--- config.mk ---
export PLATFORM = sky130hd
export DESIGN_NAME = ctw_front
export DESIGN_NICKNAME = d
export VERILOG_FILES = /design/src/rtl/ctw_pkg.sv /design/src/rtl/ctw_front.sv
export SDC_FILE = /design/constraint.sdc
export NUM_CORES = 1
export LEC_CHECK = 0
export CAP_MARGIN = 10
export CORE_ASPECT_RATIO = 1.2
export CORE_MARGIN = 4
export CORE_UTILIZATION = 56
export DETAILED_ROUTE_END_ITERATION = 12
export DONT_BUFFER_PORTS = 1
export GPL_ROUTABILITY_DRIVEN = 0
export PLACE_DENSITY = 0.74
export SKIP_CTS_REPAIR_TIMING = 1
export SYNTH_ARGS = -nofsm -noshare
export SYNTH_HDL_FRONTEND = slang
export SYNTH_SLANG_ARGS = --single-unit
--- constraint.sdc ---
create_clock -name clock -period 1.9 [get_ports clock]
set_input_delay 0.095 -clock clock [delete_from_list [all_inputs] [get_ports clock]]
set_output_delay 0.095 -clock clock [all_outputs]
set_load 0.02 [all_outputs]
--- src/rtl/ctw_pkg.sv ---
// Shared types, constants and address helper for the text console writer.
// Used by every module of the block but ctw_ram; depends on nothing.
`default_nettype none
package ctw_pkg;
   localparam int COLUMNS   = 80;
   localparam int ROWS      = 25;
   localparam int TAB_WIDTH = 8;
   localparam int CELLS     = ROWS * COLUMNS;

   localparam int ADDR_W  = $clog2(CELLS);
   localparam int ROW_W   = (ROWS > 2) ? $clog2(ROWS) : 1;
   localparam int COL_W   = $clog2(COLUMNS);
   localparam int PHASE_W = $clog2(TAB_WIDTH);
   localparam int NCOL_W  = $clog2(COLUMNS + TAB_WIDTH) + 1;
   localparam int POS_W   = (ADDR_W > 11) ? ADDR_W : 11;

   localparam logic [7:0] CH_BS    = 8'd8;
   localparam logic [7:0] CH_TAB   = 8'd9;
   localparam logic [7:0] CH_NL    = 8'd10;
   localparam logic [7:0] CH_CR    = 8'd13;
   localparam logic [7:0] CH_BLANK = 8'h20;

   localparam logic [3:0] RESET_FG = 4'd7;
   localparam logic [3:0] RESET_BG = 4'd0;

   localparam logic CSR_FG = 1'b0;
   localparam logic CSR_BG = 1'b1;

   localparam logic [1:0] CMD_PUT   = 2'd0;
   localparam logic [1:0] CMD_READ  = 2'd1;
   localparam logic [1:0] CMD_CLEAR = 2'd2;

   typedef enum logic [2:0] {
      OP_CHAR, OP_NL, OP_CR, OP_TAB, OP_BS, OP_READ, OP_CLEAR, OP_NOP
   } op_type;

   typedef struct packed {
      op_type            op;
      logic [7:0]        char_code;
      logic [ADDR_W-1:0] read_addr;
      logic              read_ok;
   } item_type;

   typedef struct packed {
      logic     valid;
      item_type item;
   } queue_head_type;

   typedef struct packed {
      logic pop;
      logic init_busy;
   } back_status_type;

   function automatic logic [POS_W-1:0] cell_addr(input logic [ROW_W-1:0] row,
                                                  input logic [COL_W-1:0] col);
      cell_addr = POS_W'(row) * POS_W'(COLUMNS) + POS_W'(col);
   endfunction
endpackage
`default_nettype wire

--- src/rtl/ctw_front.sv ---
// Front end: takes requests, decodes them and holds them in a two-entry queue.
// Depends on ctw_pkg.
`default_nettype none
module ctw_front (
   input  wire logic                     clock,
   input  wire logic                     reset,
   input  wire logic                     start,
   output logic                          busy,
   input  wire logic [1:0]               req_cmd,
   input  wire logic [7:0]               req_char_code,
   input  wire logic [4:0]               req_read_row,
   input  wire logic [6:0]               req_read_col,
   input  wire ctw_pkg::back_status_type status,
   output ctw_pkg::queue_head_type       head
);
   import ctw_pkg::*;

   item_type   slot_ff [2];
   logic       wr_ptr_ff, wr_ptr_in;
   logic       rd_ptr_ff, rd_ptr_in;
   logic [1:0] count_ff, count_in;
   item_type   dec;
   logic       push;

   always_comb begin
      dec.char_code = req_char_code;
      dec.read_ok   = (32'(req_read_row) < ROWS) && (32'(req_read_col) < COLUMNS);
      dec.read_addr = ADDR_W'(cell_addr(ROW_W'(req_read_row), COL_W'(req_read_col)));
      case (req_cmd)
         CMD_PUT: begin
            case (req_char_code)
               CH_NL:   dec.op = OP_NL;
               CH_CR:   dec.op = OP_CR;
               CH_TAB:  dec.op = OP_TAB;
               CH_BS:   dec.op = OP_BS;
               default: dec.op = OP_CHAR;
            endcase
         end
         CMD_READ:  dec.op = OP_READ;
         CMD_CLEAR: dec.op = OP_CLEAR;
         default:   dec.op = OP_NOP;
      endcase
   end

   assign busy = (count_ff == 2'd2) || status.init_busy;
   assign push = start && !busy;

   always_comb begin
      wr_ptr_in = push ? !wr_ptr_ff : wr_ptr_ff;
      rd_ptr_in = status.pop ? !rd_ptr_ff : rd_ptr_ff;
      count_in  = count_ff + 2'(push) - 2'(status.pop);
   end

   always_ff @(posedge clock) begin
      if (push) begin
         slot_ff[wr_ptr_ff] <= dec;
      end
      if (reset) begin
         wr_ptr_ff <= 1'b0;
         rd_ptr_ff <= 1'b0;
         count_ff  <= 2'd0;
      end else begin
         wr_ptr_ff <= wr_ptr_in;
         rd_ptr_ff <= rd_ptr_in;
         count_ff  <= count_in;
      end
   end

   assign head.valid = (count_ff != 2'd0);
   assign head.item  = slot_ff[rd_ptr_ff];
endmodule
`default_nettype wire

Word level (Yosys, flattened, before mapping)
Memory sizes are Yosys's and may differ from the RTL's. A register that Yosys moved wholly into a read port is not among the register bits.
Index checks and enable logic that the tools add are counted.
- reduce and logical (&&, ||, !) cells: 8
- eq/ne operators: 7
- add/subtract/negate cells: 3
- $mul: 1
- order comparisons: 2
- multiplexer cells: 6
- operators by type and width (operator ; number):
    8-bit by 4-bit equality test with 1-bit output, second input constant ; 4
    3-bit case mux with 4 select lines ; 1
    11-bit by 7-bit adder with 11-bit output ; 1
    3-bit case mux with 3 select lines ; 1
    7-bit less-than comparator, second input constant ; 1
    5-bit by 3-bit multiplier with 7-bit output, second input constant ; 1
    5-bit less-than comparator, second input constant ; 1
    2-bit equality test, second input constant ; 2
    1-bit two-way mux ; 4
    1-bit logical NOT ; 3
    2-bit by 1-bit adder with 2-bit output ; 1
    2-bit by 1-bit equality test with 1-bit output, second input constant ; 1
    1-bit logical AND ; 2
    2-bit logical NOT ; 1
    2-bit nonzero test ; 1
    2-bit by 1-bit subtractor with 2-bit output ; 1
    1-bit logical OR ; 1
- bits of input ports: 27
- memories kept: 1
- register bits: 4
- output and inout port bits: 25
- RAM bits: 46
- logic and storage cells: 31
- memory list (name ; depth ; width ; rd ports ; clocked after Yosys merged registers in ; wr ports ; line ; RTL):
    slot_ff ; 2 ; 23 ; 1 ; 1 ; 1 ; ctw_front.sv:18 ; item_type slot_ff [2];

Logic depth before layout (Yosys ltp)
- depth after elaboration: 6
- mapped depth: 8
- gate-level depth less buffers: 8

Worst setup path before layout
Ideal clock, no wire load.
- path kind: register -> register
- from: reg count_ff[1]
- to: mem slot_ff[0][0] in the netlist's numbering, enable pin
- setup slack: -14 ps
- stages on the path, launching flop included: 4
- path buffers: 0
- clock period less this slack: 1914 ps
- arrival: 1511 ps
- setup time: 403 ps
- data required time: 1497 ps
- path through: dfxtp_1 inv_1 o211ai_2 nor2_1
- longest elaborated chain between the ends: 6
- RTL lines (what ; line ; RTL):
    start: declaration ; ctw_front.sv:21 ; logic [1:0] count_ff, count_in;
    start signal: assignment ; ctw_front.sv:65 ; count_ff <= count_in;
    2-bit equality test ; ctw_front.sv:45 ; assign busy = (count_ff == 2'd2) || status.init_busy;
    1-bit logical OR ; ctw_front.sv:45 ;
    1-bit logical NOT ; ctw_front.sv:46 ; assign push = start && !busy;
    1-bit logical AND ; ctw_front.sv:46 ;
    1-bit two-way mux ; ctw_front.sv:55 ; if (push) begin
    1-bit two-way mux (not written as such) ; ctw_front.sv:56 ; slot_ff[wr_ptr_ff] <= dec;
    end: declaration ; ctw_front.sv:18 ;
Every way passes these cells.

Worst setup path in the final report
- from: reg count_ff[1]
- to: reg count_ff[1]
- longest elaborated chain between the ends: 6
- RTL lines (what ; line ; RTL):
    2-bit equality test ; ctw_front.sv:45 ;
    1-bit logical OR ; ctw_front.sv:45 ;
    1-bit logical NOT ; ctw_front.sv:46 ;
    1-bit logical AND ; ctw_front.sv:46 ;
    2-bit by 1-bit adder with 2-bit output * ; ctw_front.sv:51 ; count_in = count_ff + 2'(push) - 2'(status.pop);
    2-bit by 1-bit subtractor with 2-bit output * ; ctw_front.sv:51 ;
Mark *: on every way between the ends. The rest lies on a longest branch, timed or not.
A chain may end at the register's enable or synchronous reset.

==> impl_metrics.ini <==
[synth]
ys.flop_type = edfxtp_1
ys_warn_count = 0
yosysTopAreaCell = edfxtp_1
syn-num-nets = 186
avgSynthCellArea_um2 = 15.88
synth_area_leaders = edfxtp_1 60%, mux2_2 11%, ha_1 7.1%
synth_top_area_share_pct = 60.39
synth_edf_count = 46
async_reset_ff_share_pct = 0
yosysSeqAreaShare_pct = 64.77
synth_area_um2 = 2287
synth_cells = 144
ys_types = 23
synth_seq_cells = 51

[sta]
tightest_slew_ps = 680.7
clock.fmax_ghz = 0.5839
setup_viol = 0
post-route-min-period_ps = 1713
relSlewSlack_pct = 54.14
rsz0062_at_grt = false
slew_viol_final = 0
fin_ws_ps = 187.3
finalClockSkew_ps = 8.830
fin_crit_sh_pct = 90.14
hold_viol = 0

[worst_setup_path]
reg2regPathDepth = 8
worstSetupPathType = flip-flop to flip-flop
crit_arrival_ps = 1900
crit_family = adder cells
crit_slowest_cell = dfxtp_1
crit_chain = inv_1 -> o211ai_2 -> ha_1 -> inv_1 -> ha_1 -> xor2_1 -> xnor2_1 -> nor2_1
critPathMaxStageDelay_ps = 370
crit_required_ps = 2080
cp.depth = 8
critPathMaxFanout = 4
crit_path_end_kind = flip-flop
cp-start-kind = flip-flop
worst-path-buf-inv = 2

[final_layout]
final_area_um2 = 2621
mostFrequentLayoutCell = edfxtp_1
final_cell_mix = 46 x edfxtp_1, 23 x mux2_2, 15 x dlygate4sd3_1, 12 x ha_1, 11 x inv_1
layout-drive-gt1-share_pct = 23.53
insertedDiodeCount = 0
fin_nets = 211
fill_cells = 308
area.sequential_um2 = 1481
syn_to_final_growth_pct = 14.61
multiInputGateArea_um2 = 762.0

[global_routing]
grt_pass1_vias = 1204
antenna_found_initial = 0
overflow = 0
grt_pass1_wl_mm = 5.692
track_usage_pct = 14.67
grt_start_max_net_pins = 24

[floorplanning]
chipHeight_um = 78.01
dieArea_um2 = 5175
initial_core_util_pct = 58.03
boundaryPins = 52
die_w_um = 66.34
core_area_um2 = 3941
num_rows = 25

[power_and_ir_drop]
leakagePower_nw = 0.9505
vdd.ir_drop.worst_v = 0.0004087
power.density_nw_per_um2 = 906.8

[cts]
cts-root-buf = clkbuf_8
cts_sinks = 51
cts_buffer_depth = 2
cts_tree = built
path_clk_slew_ps = 80
cts_inserted_buffers = 5
htree_levels = 2
clk_latency_ps = 290

[hold_path]
hp-class = input pin to flip-flop
hold_path_depth = 2

[placed_design]
placed_area_um2 = 2390
dp_slack_ps = -41.69
dp.final_hpwl_mm = 2.616
port_buffers = 0

[route]
drc = 0
route.vias.total = 1198
avgViaCountPerCell = 5.348
drtPass1Iterations = 4
postRouteAntennaNets = 0
wl_per_cell_um = 16.75
initialDrtViolationCount = 72
wl_mm = 3.753

[outcome]
status = finished, final reports clean

[job]
cap_viol_max_count = 0
-- area by class of cell --
class	instances	share of cell area [%]
clock buffer	7	2.912
clock inverter	1	0.1909
sequential	51	56.52
timing repair buffer	20	7.160
inverter	11	1.575
multi-input combinational	80	29.07
tap	54	2.578
-- cell families (layout without fill, tap and decap cells) --
logic type / count (synthesis) / in the layout / share of synthesized area [%]
fa+ha+maj: 15 / 15 / 8.862
buf+inv: 13 / 39 / 2.243
flops: 51 / 51 / 64.77
simple gates: 15 / 15 / 3.556
mux: 23 / 23 / 11.32
compound gates: 15 / 15 / 4.650
xor+xnor: 12 / 12 / 4.596
-- worst paths after layout --
kind                          start  slack, ps                       end
max reg2reg  count_ff[1]$_SDFF_PP0_        190    count_ff[1]$_SDFF_PP0_
max          count_ff[1]$_SDFF_PP0_        190    count_ff[1]$_SDFF_PP0_
min                      req_cmd[0]         40  slot_ff[1][20]$_DFFE_PP_
min reg2reg  rd_ptr_ff$_SDFFE_PP0P_        520    rd_ptr_ff$_SDFFE_PP0P_
-- synthesized netlist by cell type, types with 2 or more instances --
master    count
a21o_1        2
a21oi_1       4
buf_2         2
dfxtp_1       5
edfxtp_1     46
fa_1          2
ha_1         13
inv_1        11
mux2_2       23
nor2_1        8
nor2b_1       2
o21ai_0       3
o41ai_1       3
xnor2_1       9
xor2_1        3
-- metrics by stage --
step / hold slack [ps] / TNS [ps] / utilization [%] / std cells / power, mW
2_1_floorplan: 166.6 / -631.9 / - / 144 / 1.732
3_3_place_gp: 168.7 / 0 / 60.63 / 201 / 1.799
3_5_place_dp: 170.4 / -83.36 / 60.63 / 201 / 1.820
4_1_cts: -145.1 / 0 / 62.70 / 209 / 2.369
5_1_grt: 30.61 / 0 / 66.51 / 224 / 2.522
6_report: 43.76 / 0 / 66.51 / 224 / 2.377
-- worst reg2reg max path: stages (launching register included) --
cell	delay, ps
dfxtp_1	370
inv_1	70
o211ai_2	290
ha_1	290
inv_1	60
ha_1	140
xor2_1	180
xnor2_1	150
nor2_1	60
-- where the power goes --
| part | total, mW | switching, mW | internal (mW) |
|---|---|---|---|
| clock | 0.560 | 0.302 | 0.258 |
| combinational | 0.464 | 0.272 | 0.192 |
| sequential | 1.35 | 0.0247 | 1.33 |
| total | 2.38 | 0.599 | 1.78 |
-- metal layers --
metal / global-route usage, % / vias up / share of wire, %
met3: 6.152 / 6 / 7.7
met5: 0 / - / 0
met2: 26.42 / 41 / 57
met4: 5.488 / 0 / 1.3
met1: 14.60 / 573 / 34
li1: - / 578 / -
-- flip-flops by register name, indices dropped and copies added, names as in the netlist, named ones only --
name,count
count_ff,2
rd_ptr_ff,1
slot_ff,46
wr_ptr_ff,1
No activity file was read; power rests on OpenSTA's default activity.
